File: src/hdl/lps_pkg.sv
`timescale 1ns / 1ps
// ----------------------------------------------------------------------------
// LED pattern sequencer package
// Shared types, pattern codes, register indexes and the start pattern loader.
// ----------------------------------------------------------------------------
package lps_pkg;

    localparam int COUNT_W = 20;
    localparam int CFG_INDEX_W = 2;

    typedef logic [2:0] pattern_t;

    localparam pattern_t PAT_SOLID = 3'd0;
    localparam pattern_t PAT_BLINK = 3'd1;
    localparam pattern_t PAT_FASTER = 3'd2;
    localparam pattern_t PAT_TWINKLE = 3'd3;
    localparam pattern_t PAT_STAR = 3'd4;
    localparam pattern_t PAT_LIT = 3'd5;
    localparam pattern_t PAT_LOW = 3'd6;

    localparam logic [CFG_INDEX_W-1:0] CFG_START_PATTERN = 2'd0;
    localparam logic [CFG_INDEX_W-1:0] CFG_SLEEP_TICK = 2'd1;
    localparam logic [CFG_INDEX_W-1:0] CFG_WAKE_TICK = 2'd2;

    localparam logic [COUNT_W-1:0] SLEEP_TICK_RESET = 20'd115200;
    localparam logic [COUNT_W-1:0] WAKE_TICK_RESET = 20'd691200;

    localparam logic [9:0] DUTY_FULL = 10'd1023;
    localparam logic [9:0] DUTY_LIT = 10'd31;

    localparam logic [1:0] STEER_BOTH = 2'b11;
    localparam logic [1:0] STEER_B = 2'b10;
    localparam logic [1:0] STEER_A = 2'b01;

    localparam logic [1:0] LEDS_ON = 2'b11;
    localparam logic [1:0] LEDS_A = 2'b01;

    typedef struct packed {
        logic       table_sel;
        logic [1:0] steer;
        logic [9:0] value;
    } steer_duty_t;

    typedef struct packed {
        pattern_t     cur_pattern;
        pattern_t     saved_pattern;
        logic [COUNT_W-1:0] tick_count;
        logic         button_latched;
        logic [7:0]   twinkle_index;
        logic         pwm_running;
        logic [1:0]   led_levels;
        logic [1:0]   saved_led_levels;
        steer_duty_t  sd;
        steer_duty_t  saved_sd;
    } state_t;

    typedef struct packed {
        pattern_t   pattern;
        logic       led_a;
        logic       led_b;
        logic       pwm_enable;
        logic [1:0] pwm_steer;
        logic [9:0] pwm_duty;
        logic       duty_from_table;
        logic [7:0] table_index;
        logic       save_request;
    } result_t;

    function automatic state_t load_start(state_t s_in, logic [2:0] start);
        state_t   s;
        pattern_t p;
        s = s_in;
        p = (start > PAT_LIT) ? PAT_SOLID : start;
        s.cur_pattern = p;
        s.pwm_running = 1'b0;
        s.sd = '0;
        s.led_levels = (p == PAT_FASTER || p == PAT_STAR) ? LEDS_A : LEDS_ON;
        if (p >= PAT_TWINKLE)
        begin
            s.pwm_running = 1'b1;
            s.twinkle_index = '0;
            if (p == PAT_TWINKLE)
            begin
                s.sd = '{table_sel: 1'b0, steer: STEER_BOTH, value: DUTY_FULL};
            end
            else if (p == PAT_STAR)
            begin
                s.sd = '{table_sel: 1'b0, steer: STEER_B, value: DUTY_FULL};
            end
            else
            begin
                s.sd = '{table_sel: 1'b0, steer: STEER_A, value: DUTY_LIT};
            end
        end
        return s;
    endfunction

endpackage

File: src/hdl/led_pattern_sequencer_top.sv
`timescale 1ns / 1ps
// ----------------------------------------------------------------------------
// LED pattern sequencer
// Steps the LED pattern on each timer tick request and drives the LED and
// pwm controls.
//
// Each input request is one timer tick carrying the button level. It is
// taken into an input register, evaluated once the result register is free
// and held in the result register until the receiver takes it.
// One request is accepted every cycle while results are taken; the rate is
// set by the single state update per cycle in the tick logic.
// When the receiver stalls, the result register holds its request and the
// input register fills, after which in_ready drops until out_ready returns.
// The configuration channel is always ready. Writing start_pattern reloads
// the pattern, LED and pwm state; sleep_tick and wake_tick set the low power
// window of the tick counter. Reset loads the default start pattern (solid),
// the default sleep and wake counts and empties both registers. The duty
// table lies outside the block and is read at table_index.
// ----------------------------------------------------------------------------
module led_pattern_sequencer_top #(
    parameter int TABLE_DEPTH = 256
) (
    input  logic                                clk,
    input  logic                                rst_n,
    input  logic                                in_valid,
    output logic                                in_ready,
    input  logic                                button_down,
    output logic                                out_valid,
    input  logic                                out_ready,
    output lps_pkg::pattern_t                   pattern,
    output logic                                led_a,
    output logic                                led_b,
    output logic                                pwm_enable,
    output logic [1:0]                          pwm_steer,
    output logic [9:0]                          pwm_duty,
    output logic                                duty_from_table,
    output logic [7:0]                          table_index,
    output logic                                save_request,
    input  logic                                cfg_valid,
    output logic                                cfg_ready,
    input  logic [lps_pkg::CFG_INDEX_W-1:0]     cfg_index,
    input  logic [lps_pkg::COUNT_W-1:0]         cfg_data
);
    import lps_pkg::*;

    localparam int MOD_W = $clog2(TABLE_DEPTH);

    logic               in_valid_reg;
    logic               button_reg;
    state_t             state_reg;
    state_t             state_next;
    state_t             state_loaded;
    logic [MOD_W-1:0]   mod_reg;
    logic [MOD_W-1:0]   mod_next;
    logic [COUNT_W-1:0] sleep_reg;
    logic [COUNT_W-1:0] wake_reg;
    result_t            step_result;
    result_t            out_result;
    logic               res_free;
    logic               step_en;
    logic               cfg_write;

    assign cfg_ready = 1'b1;
    assign cfg_write = cfg_valid && cfg_ready;
    assign step_en = in_valid_reg && res_free;
    assign in_ready = !in_valid_reg || step_en;
    assign state_loaded = load_start(state_reg, cfg_data[2:0]);

    always_ff @(posedge clk or negedge rst_n)
    begin
        if (!rst_n)
        begin
            in_valid_reg <= 1'b0;
        end
        else if (in_ready)
        begin
            in_valid_reg <= in_valid;
        end
    end

    always_ff @(posedge clk)
    begin
        if (in_valid && in_ready)
        begin
            button_reg <= button_down;
        end
    end

    always_ff @(posedge clk or negedge rst_n)
    begin
        if (!rst_n)
        begin
            state_reg <= '{cur_pattern: PAT_SOLID, saved_pattern: PAT_SOLID,
                           tick_count: '0, button_latched: 1'b0, twinkle_index: '0,
                           pwm_running: 1'b0, led_levels: LEDS_ON,
                           saved_led_levels: '0, sd: '0, saved_sd: '0};
            mod_reg <= '0;
            sleep_reg <= SLEEP_TICK_RESET;
            wake_reg <= WAKE_TICK_RESET;
        end
        else if (cfg_write)
        begin
            unique case (cfg_index)
                CFG_START_PATTERN:
                begin
                    state_reg <= state_loaded;
                    if (state_loaded.twinkle_index == 8'd0)
                    begin
                        mod_reg <= '0;
                    end
                end
                CFG_SLEEP_TICK:
                begin
                    sleep_reg <= cfg_data;
                end
                CFG_WAKE_TICK:
                begin
                    wake_reg <= cfg_data;
                end
                default:
                begin
                end
            endcase
        end
        else if (step_en)
        begin
            state_reg <= state_next;
            mod_reg <= mod_next;
        end
    end

    lps_step_logic #(
        .TABLE_DEPTH(TABLE_DEPTH)
    ) u_step (
        .state      (state_reg),
        .mod_index  (mod_reg),
        .button     (button_reg),
        .sleep_tick (sleep_reg),
        .wake_tick  (wake_reg),
        .state_next (state_next),
        .mod_next   (mod_next),
        .result     (step_result)
    );

    lps_result_reg u_result (
        .clk        (clk),
        .rst_n      (rst_n),
        .load       (step_en),
        .result     (step_result),
        .free       (res_free),
        .out_valid  (out_valid),
        .out_ready  (out_ready),
        .out_result (out_result)
    );

    assign pattern = out_result.pattern;
    assign led_a = out_result.led_a;
    assign led_b = out_result.led_b;
    assign pwm_enable = out_result.pwm_enable;
    assign pwm_steer = out_result.pwm_steer;
    assign pwm_duty = out_result.pwm_duty;
    assign duty_from_table = out_result.duty_from_table;
    assign table_index = out_result.table_index;
    assign save_request = out_result.save_request;

    // Low power always shows both LEDs dark.
    assert property (@(posedge clk) disable iff (!rst_n)
        (out_valid && pattern == PAT_LOW) |-> (!led_a && !led_b))
        else $error("LEDs lit in low power");

    // A save is never requested for the low power pattern.
    assert property (@(posedge clk) disable iff (!rst_n)
        (out_valid && save_request) |-> (pattern != PAT_LOW))
        else $error("save requested in low power");

    // An evaluated tick always lands in the result register.
    assert property (@(posedge clk) disable iff (!rst_n)
        step_en |=> out_valid)
        else $error("evaluated tick produced no result");

    // The stored pattern never takes the unused code.
    assert property (@(posedge clk) disable iff (!rst_n)
        state_reg.cur_pattern != 3'd7 && state_reg.saved_pattern != 3'd7)
        else $error("pattern state holds an unused code");

endmodule

File: src/hdl/lps_step_logic.sv
`timescale 1ns / 1ps
// ----------------------------------------------------------------------------
// LED pattern sequencer tick logic
// Computes the next state and the result of one tick from the current state.
// ----------------------------------------------------------------------------
module lps_step_logic #(
    parameter int TABLE_DEPTH = 256
) (
    input  lps_pkg::state_t                      state,
    input  logic [$clog2(TABLE_DEPTH)-1:0]       mod_index,
    input  logic                                 button,
    input  logic [lps_pkg::COUNT_W-1:0]          sleep_tick,
    input  logic [lps_pkg::COUNT_W-1:0]          wake_tick,
    output lps_pkg::state_t                      state_next,
    output logic [$clog2(TABLE_DEPTH)-1:0]       mod_next,
    output lps_pkg::result_t                     result
);
    import lps_pkg::*;

    localparam int MOD_W = $clog2(TABLE_DEPTH);

    state_t         s;
    logic [MOD_W-1:0] m;
    logic [MOD_W:0] m_inc;
    logic           save;
    pattern_t       p;

    always_comb
    begin
        s = state;
        m = mod_index;
        save = 1'b0;
        m_inc = '0;
        s.tick_count = state.tick_count + 1'b1;

        if (s.tick_count == sleep_tick)
        begin
            if (s.pwm_running)
            begin
                s.saved_sd = s.sd;
                s.sd.table_sel = 1'b0;
                s.sd.value = '0;
            end
            s.saved_pattern = s.cur_pattern;
            s.cur_pattern = PAT_LOW;
            s.saved_led_levels = s.led_levels;
            s.led_levels = '0;
        end
        else if (s.tick_count == wake_tick)
        begin
            if (s.pwm_running)
            begin
                s.twinkle_index = '0;
                m = '0;
                s.sd = s.saved_sd;
            end
            s.led_levels = s.saved_led_levels;
            s.cur_pattern = s.saved_pattern;
            s.tick_count = '0;
        end

        p = s.cur_pattern;
        if (button)
        begin
            if (!s.button_latched)
            begin
                s.button_latched = 1'b1;
                case (p)
                    PAT_SOLID:
                    begin
                        s.led_levels = LEDS_ON;
                        s.cur_pattern = PAT_BLINK;
                    end
                    PAT_BLINK:
                    begin
                        s.led_levels = LEDS_A;
                        s.cur_pattern = PAT_FASTER;
                    end
                    PAT_FASTER:
                    begin
                        s.twinkle_index = '0;
                        m = '0;
                        s.pwm_running = 1'b1;
                        s.sd = '{table_sel: 1'b0, steer: STEER_BOTH, value: DUTY_FULL};
                        s.cur_pattern = PAT_TWINKLE;
                    end
                    PAT_TWINKLE:
                    begin
                        s.sd.steer = STEER_B;
                        s.led_levels[1] = 1'b0;
                        s.cur_pattern = PAT_STAR;
                    end
                    PAT_STAR:
                    begin
                        s.sd = '{table_sel: 1'b0, steer: STEER_A, value: DUTY_LIT};
                        s.led_levels[0] = 1'b1;
                        s.cur_pattern = PAT_LIT;
                    end
                    PAT_LIT:
                    begin
                        s.sd.table_sel = 1'b0;
                        s.sd.value = '0;
                        s.pwm_running = 1'b0;
                        s.cur_pattern = PAT_SOLID;
                    end
                    default:
                    begin
                    end
                endcase
                if (s.cur_pattern == PAT_LOW)
                begin
                    if (s.pwm_running)
                    begin
                        s.twinkle_index = '0;
                        m = '0;
                        s.sd = s.saved_sd;
                    end
                    s.led_levels = s.saved_led_levels;
                    s.cur_pattern = s.saved_pattern;
                    s.tick_count = '0;
                end
                else
                begin
                    save = 1'b1;
                end
            end
        end
        else
        begin
            s.button_latched = 1'b0;
            case (p) inside
                PAT_SOLID:
                begin
                    s.led_levels = LEDS_ON;
                end
                PAT_BLINK:
                begin
                    if (s.tick_count[2:0] == 3'd0)
                    begin
                        s.led_levels = ~s.led_levels;
                    end
                end
                PAT_FASTER:
                begin
                    if (s.tick_count[1:0] == 2'd0)
                    begin
                        s.led_levels = ~s.led_levels;
                    end
                end
                PAT_TWINKLE, PAT_STAR:
                begin
                    // The table position follows the index modulo the table depth.
                    m_inc = {1'b0, m} + 1'b1;
                    if (s.twinkle_index == 8'hFF)
                    begin
                        m = '0;
                    end
                    else if (m_inc == (MOD_W + 1)'(TABLE_DEPTH))
                    begin
                        m = '0;
                    end
                    else
                    begin
                        m = m_inc[MOD_W-1:0];
                    end
                    s.twinkle_index = s.twinkle_index + 1'b1;
                    s.sd.table_sel = 1'b1;
                    s.sd.value = {2'b00, 8'(m)};
                end
                default:
                begin
                end
            endcase
        end
    end

    assign state_next = s;
    assign mod_next = m;

    always_comb
    begin
        result.pattern = s.cur_pattern;
        result.led_a = s.led_levels[0];
        result.led_b = s.led_levels[1];
        result.pwm_enable = s.pwm_running && (s.cur_pattern != PAT_LOW);
        result.pwm_steer = s.sd.steer;
        result.pwm_duty = s.sd.table_sel ? 10'd0 : s.sd.value;
        result.duty_from_table = s.sd.table_sel;
        result.table_index = s.sd.table_sel ? s.sd.value[7:0] : s.twinkle_index;
        result.save_request = save;
    end

endmodule

File: src/hdl/lps_result_reg.sv
`timescale 1ns / 1ps
// ----------------------------------------------------------------------------
// LED pattern sequencer result register
// Holds one finished result until the receiver takes it.
// ----------------------------------------------------------------------------
module lps_result_reg (
    input  logic              clk,
    input  logic              rst_n,
    input  logic              load,
    input  lps_pkg::result_t  result,
    output logic              free,
    output logic              out_valid,
    input  logic              out_ready,
    output lps_pkg::result_t  out_result
);
    import lps_pkg::*;

    logic    valid_reg;
    result_t data_reg;

    assign free = !valid_reg || out_ready;

    always_ff @(posedge clk or negedge rst_n)
    begin
        if (!rst_n)
        begin
            valid_reg <= 1'b0;
        end
        else if (load)
        begin
            valid_reg <= 1'b1;
        end
        else if (out_ready)
        begin
            valid_reg <= 1'b0;
        end
    end

    always_ff @(posedge clk)
    begin
        if (load)
        begin
            data_reg <= result;
        end
    end

    assign out_valid = valid_reg;
    assign out_result = data_reg;

endmodule
File: config.mk
export PLATFORM = sky130hd
export DESIGN_NAME = led_pattern_sequencer_top
export DESIGN_NICKNAME = d
export VERILOG_FILES = /design/src/hdl/lps_pkg.sv /design/src/hdl/led_pattern_sequencer_top.sv /design/src/hdl/lps_step_logic.sv /design/src/hdl/lps_result_reg.sv
export SDC_FILE = /design/constraint.sdc
export NUM_CORES = 1
export LEC_CHECK = 0
export BUFFER_PORTS_ARGS = -buffer_cell sky130_fd_sc_hd__buf_4
export CORE_MARGIN = 3
export CORE_UTILIZATION = 55
export CTS_CLUSTER_SIZE = 20
export DETAILED_ROUTE_END_ITERATION = 12
export PLACE_DENSITY_LB_ADDON = 0.05
export SETUP_SLACK_MARGIN = 0.3
export SKIP_LAST_GASP = 1
export SLEW_MARGIN = 20
export SYNTH_ARGS = -nofsm -noshare
export SYNTH_HDL_FRONTEND = slang
export SYNTH_HIERARCHICAL = 1
export SYNTH_SLANG_ARGS = --single-unit
File: constraint.sdc
create_clock -name clk -period 5.8 [get_ports clk]
set_clock_uncertainty 0.05 [all_clocks]
set_input_delay 0.87 -clock clk [delete_from_list [all_inputs] [get_ports clk]]
set_output_delay 0.87 -clock clk [all_outputs]
set_load 0.005 [all_outputs]
== After elaboration in Yosys (flattened, before gate mapping) ==
Cells that the tools add are included.

* Memory bits (read-only): 0
* Word-level logic and storage cells: 179
* Memory bits (writable): 0
* Memories kept: 0
* Bits in latches: 0
* Output and inout bits: 31
* Register bits: 145

* Divide/modulo/power cells: 0
* Muxes and demuxes: 99
* Equal/unequal tests: 18
* $add $sub $neg: 3
* Bitwise operators: 3
* $mul: 0
* Shift operators: 0
* Reduce and logical (&&, ||, !) cells: 25
* $lt $le $gt $ge: 2

{| class="wikitable"
|+ Operator list
! operator !! count
|-
| $mux W8 || 29
|-
| $mux W66 || 3
|-
| $mux W13 || 8
|-
| $mux W20 || 4
|-
| $mux W10 || 6
|-
| $mux W23 || 2
|-
| $eq A20 B20 Y1 || 2
|-
| $mux W32 || 1
|-
| $pmux W10 S3 || 1
|-
| $mux W3 || 9
|-
| $mux W2 || 13
|-
| $mux W12 || 2
|-
| $add A20 B1 Y20 const B || 1
|-
| $mux W9 || 2
|-
| $pmux W3 S6 || 1
|-
| $mux W1 || 15
|-
| $eq A3 B2 Y1 const B || 4
|-
| $eq A3 B3 Y1 const B || 4
|-
| $add A8 B1 Y9 const B || 1
|-
| $eq A9 B9 Y1 const B || 1
|-
| $add A8 B1 Y8 const B || 1
|-
| $eq A8 B8 Y1 const B || 1
|-
| $logic_not A8 Y1 || 1
|-
| $reduce_and A2 Y1 || 4
|-
| other kinds (20) || 34
|}

== Longest topological paths before layout ==
* Word-level depth: 15
* Mapped depth: 22
* Depth with buffers taken out: 18

== Modules after synthesis ==
Netlist, hierarchy kept.

{| class="wikitable"
|+ By module, submodules not included
! module !! area an instance (um^2) !! sequential area each (um^2) !! cells each !! instances
|-
| lps_step_logic || 4,774.6 || 0.0 || 705 || 1
|-
| led_pattern_sequencer_top || 4,644.5 || 2,921.6 || 405 || 1
|-
| lps_result_reg || 888.4 || 865.8 || 31 || 1
|}

== Worst setup path after synthesis ==
No wires, ideal clock.

* Kind: register to register
* From: register state_reg (netlist bit state_loaded[41])
* To: register state_reg[15] (netlist name)
* Cell stages (with the launch flop): 21
* Arrival time: 4.622 ns
* Required time: 5.655 ns
* Path slack: 1.033 ns
* Path through: dfrtp_1 ha_1 and4_1 buf_2 and4b_1 xor3_1 nor3b_1 or3b_2 nor3_4 and3_1 buf_2 nor2_1 ha_1 and3_1 clkbuf_1 or4_4 a311oi_2 o221ai_2 inv_1 nor2_1 o31ai_1

{| class="wikitable"
|+ RTL lines
! what !! RTL line !! RTL
|-
| start, declared || led_pattern_sequencer_top.sv:50 || <nowiki>state_t state_reg;</nowiki>
|-
| start signal, assigned || led_pattern_sequencer_top.sv:93 || <nowiki>state_reg <= '{cur_pattern: PAT_SOLID, saved_pattern: PAT_SOLID,</nowiki>
|-
| start signal, assigned || led_pattern_sequencer_top.sv:106 || <nowiki>state_reg <= state_loaded;</nowiki>
|-
| start signal, assigned || led_pattern_sequencer_top.sv:127 || <nowiki>state_reg <= state_next;</nowiki>
|}

==> results_dict.tcl <==
set metrics [dict create \
    outcome "completed" \
    clkTransAtPathRegs_ns 0.07 \
    nets 1212 \
    wl_um 30850 \
    grt_pass1_vias 8592 \
    final_hold_viol_count 0 \
    dr.pass1.iters 6 \
    wl_met3_um 2724 \
    numClockSinks 145 \
    start_util 0.5661 \
    worstHoldPathType "in2async" \
    drc 0 \
    reg2reg_depth 17 \
    hpwlAfterDp_um 22060 \
    cts_buffer_depth 2 \
    area_growth_pct 12.77 \
    syn_area_mm2 0.01031 \
    hold_buffers 0 \
    rrSetupSlack_ns 0.65 \
    dieWidth_um 142.9 \
    cts_resized 0 \
    final_common_cell "nand2_1" \
    coreArea_mm2 0.01821 \
    cts_tree "yes" \
    cts-root-buf "clkbuf_16" \
    synth_seq_cells 145 \
    fp-row-count 49 \
    end_kind "flip-flop" \
    arrival_ns 5.44 \
    io_buffers 57 \
    rr_startpoint "state_loaded[43]$_DFFE_PN0P_" \
    clk_latency_ns 0.43 \
    n_fill_cell 1592 \
    route.detailed.wl_per_inst_um 21.68 \
    antenna_found_initial 0 \
    yosys_most_used_dff "dfrtp_1" \
    path_class "reg2reg" \
    tns_ns 0 \
    cap_violations 0 \
    dr_total_vias 9207 \
    period_needed_ns 5.150 \
    synth_edf_count 29 \
    worstMarginPinSlew_ns 1.007 \
    r2r-end "state_reg[15]$_DFFE_PN0P_" \
    setup-violations-final 0 \
    largest_reg_flops 39 \
    via_per_inst 6.470 \
    drive_gt1_frac 0.2219 \
    synth_cell_types 97 \
    slew_headroom 0.3232 \
    drt_iter0_markers 1080 \
    cts_made_buffers 17 \
    dieHeight_um 142.9 \
    yosys_warnings 6 \
    htree_levels 4 \
    async_flop_share 0.8000 \
    pwr_density_cell_mw_per_mm2 323.1 \
    die-area_mm2 0.02042 \
    grt.total_usage 0.3084 \
    p_leak_nw 5.153 \
    ys_seq_area_frac 0.3674 \
    wl_met1_um 14710 \
    postLayoutCellArea_mm2 0.01162 \
    ios 59 \
    grt-ovfl-total 0 \
    cp_max_fo 10 \
    antenna_left 0 \
    netlist_instances 1141 \
    syn_avg_cell_area_um2 9.034 \
    grt_pass1_wl_um 49200 \
    grt_max_degree 71 \
    placed_cell_area_mm2 0.01095 \
    antennaDiodeCount 0 \
    fmax_mhz 194.2 \
    place_congestion 0.9918 \
    rsz0062_at_grt "false" \
    critPathRequiredTime_ns 6.09 \
    cts_setup_buffers 0 \
    final_cell_mix "nand2_1, dfrtp_1, buf_4" \
    period_share 0.8880 \
    wl_met2_um 12830 \
    synth_fp_nets 1172 \
    startpoint_type "flip-flop" \
    highest_layer "met4" \
    drv_slew 0 \
    ir_worst_vdd_uv 255.9 \
]
cells in the mapped netlist (10+ instances only):
| cell type | count | area (um^2) |
|---|---|---|
| a21oi_1 | 51 | 255.2 |
| a31oi_1 | 18 | 112.6 |
| and2_1 | 20 | 125.1 |
| and3_1 | 23 | 143.9 |
| buf_2 | 23 | 115.1 |
| buf_4 | 20 | 150.1 |
| clkbuf_1 | 33 | 123.9 |
| dfrtp_1 | 105 | 2628 |
| dfstp_2 | 11 | 289.0 |
| edfxtp_1 | 29 | 870.8 |
| inv_1 | 34 | 127.6 |
| mux2_2 | 64 | 720.7 |
| mux2i_1 | 30 | 300.3 |
| nand2_1 | 181 | 679.4 |
| nand3_1 | 27 | 135.1 |
| nand4_1 | 17 | 106.4 |
| nor2_1 | 72 | 270.3 |
| nor2b_1 | 19 | 118.9 |
| nor3_1 | 26 | 130.1 |
| nor3b_1 | 10 | 75.07 |
| nor4_1 | 15 | 93.84 |
| o21ai_0 | 31 | 155.2 |
| o31ai_1 | 13 | 97.59 |
| or2_2 | 11 | 68.82 |
| xnor2_1 | 35 | 306.5 |
| xor2_1 | 19 | 166.4 |
critical path, cell delays in order, from the launching register on:
cell      delay [ns]
dfrtp_1         0.58
nand2_1         0.23
buf_4           0.22
nor4_2          0.60
a31oi_1         0.17
o31ai_1         0.47
nand4_1         0.30
nor3_4          0.27
nand3_1         0.12
and2_1          0.23
ha_1            0.21
and3_1          0.27
or4_4           0.52
a311oi_2        0.33
o221ai_2        0.18
inv_1           0.08
nor2_1          0.04
o31ai_1         0.18
per-layer routing:
layer,GRT usage,up-vias
met5,0,-
met4,0.08654,0
met3,0.06129,52
met2,0.4238,445
met1,0.4887,4490
li1,-,4220
layout make-up:
type	instances	area, um^2	share of cell area
Multi-Input combinational cell	880	6010	0.5170
Sequential cell	145	3789	0.3259
Timing Repair Buffer	103	773.2	0.06652
Clock buffer	23	521.8	0.04489
Tap cell	229	286.5	0.02465
Inverter	34	127.6	0.01098
Clock inverter	9	116.4	0.01001
how the worst max path moves through the flow:
stage	cells after the start	slack, ns	end	from
4_1_cts	17	0.55	state_reg[15]$_DFFE_PN0P_	state_loaded[40]$_DFFE_PN0P_
3_5_place_dp	17	0.56	state_reg[15]$_DFFE_PN0P_	state_loaded[40]$_DFFE_PN0P_
3_3_place_gp	17	0.61	state_reg[15]$_DFFE_PN0P_	state_loaded[40]$_DFFE_PN0P_
2_1_floorplan	20	1.03	state_reg[15]$_DFFE_PN0P_	state_loaded[41]$_DFFE_PN0P_
6_report	17	0.65	state_reg[15]$_DFFE_PN0P_	state_loaded[43]$_DFFE_PN0P_
5_1_grt	17	0.37	state_reg[15]$_DFFE_PN0P_	state_loaded[40]$_DFFE_PN0P_
metrics by stage:
step | util | instances | hold slack [ns] | total power (W) | worst slack, ns
final | 0.6384 | 1423 | 0.3996 | 0.003755 | 0.6495
after global routing | 0.6384 | 1423 | 0.4359 | 0.003940 | 0.3664
after CTS | 0.6366 | 1423 | 0.4063 | 0.003743 | 0.5499
after detailed placement | 0.6016 | 1391 | 0.4149 | 0.002539 | 0.5573
after global placement | 0.6016 | 1391 | 0.4069 | 0.002526 | 0.6144
after floorplan | - | 1141 | 0.3904 | 0.002183 | 1.033
kinds of logic after synthesis:
logic type / synth area share
AOI/OAI and AO/OA: 0.1614
xor gates and xnor gates: 0.05912
adders and majority gates: 0.003642
buffers and inverters: 0.05305
DFF: 0.3674
muxes: 0.1001
other: 0.0003638
and+or+nand+nor: 0.2548
power breakdown:
part	switching (W)	internal, W	leakage [nW]	total [W]
Combinational	0.000642	0.000505	3.09	0.00115
Sequential	0.000180	0.00123	1.76	0.00141
Clock	0.000468	0.000727	0.309	0.00119
No activity file was read; power rests on OpenSTA's default activity.
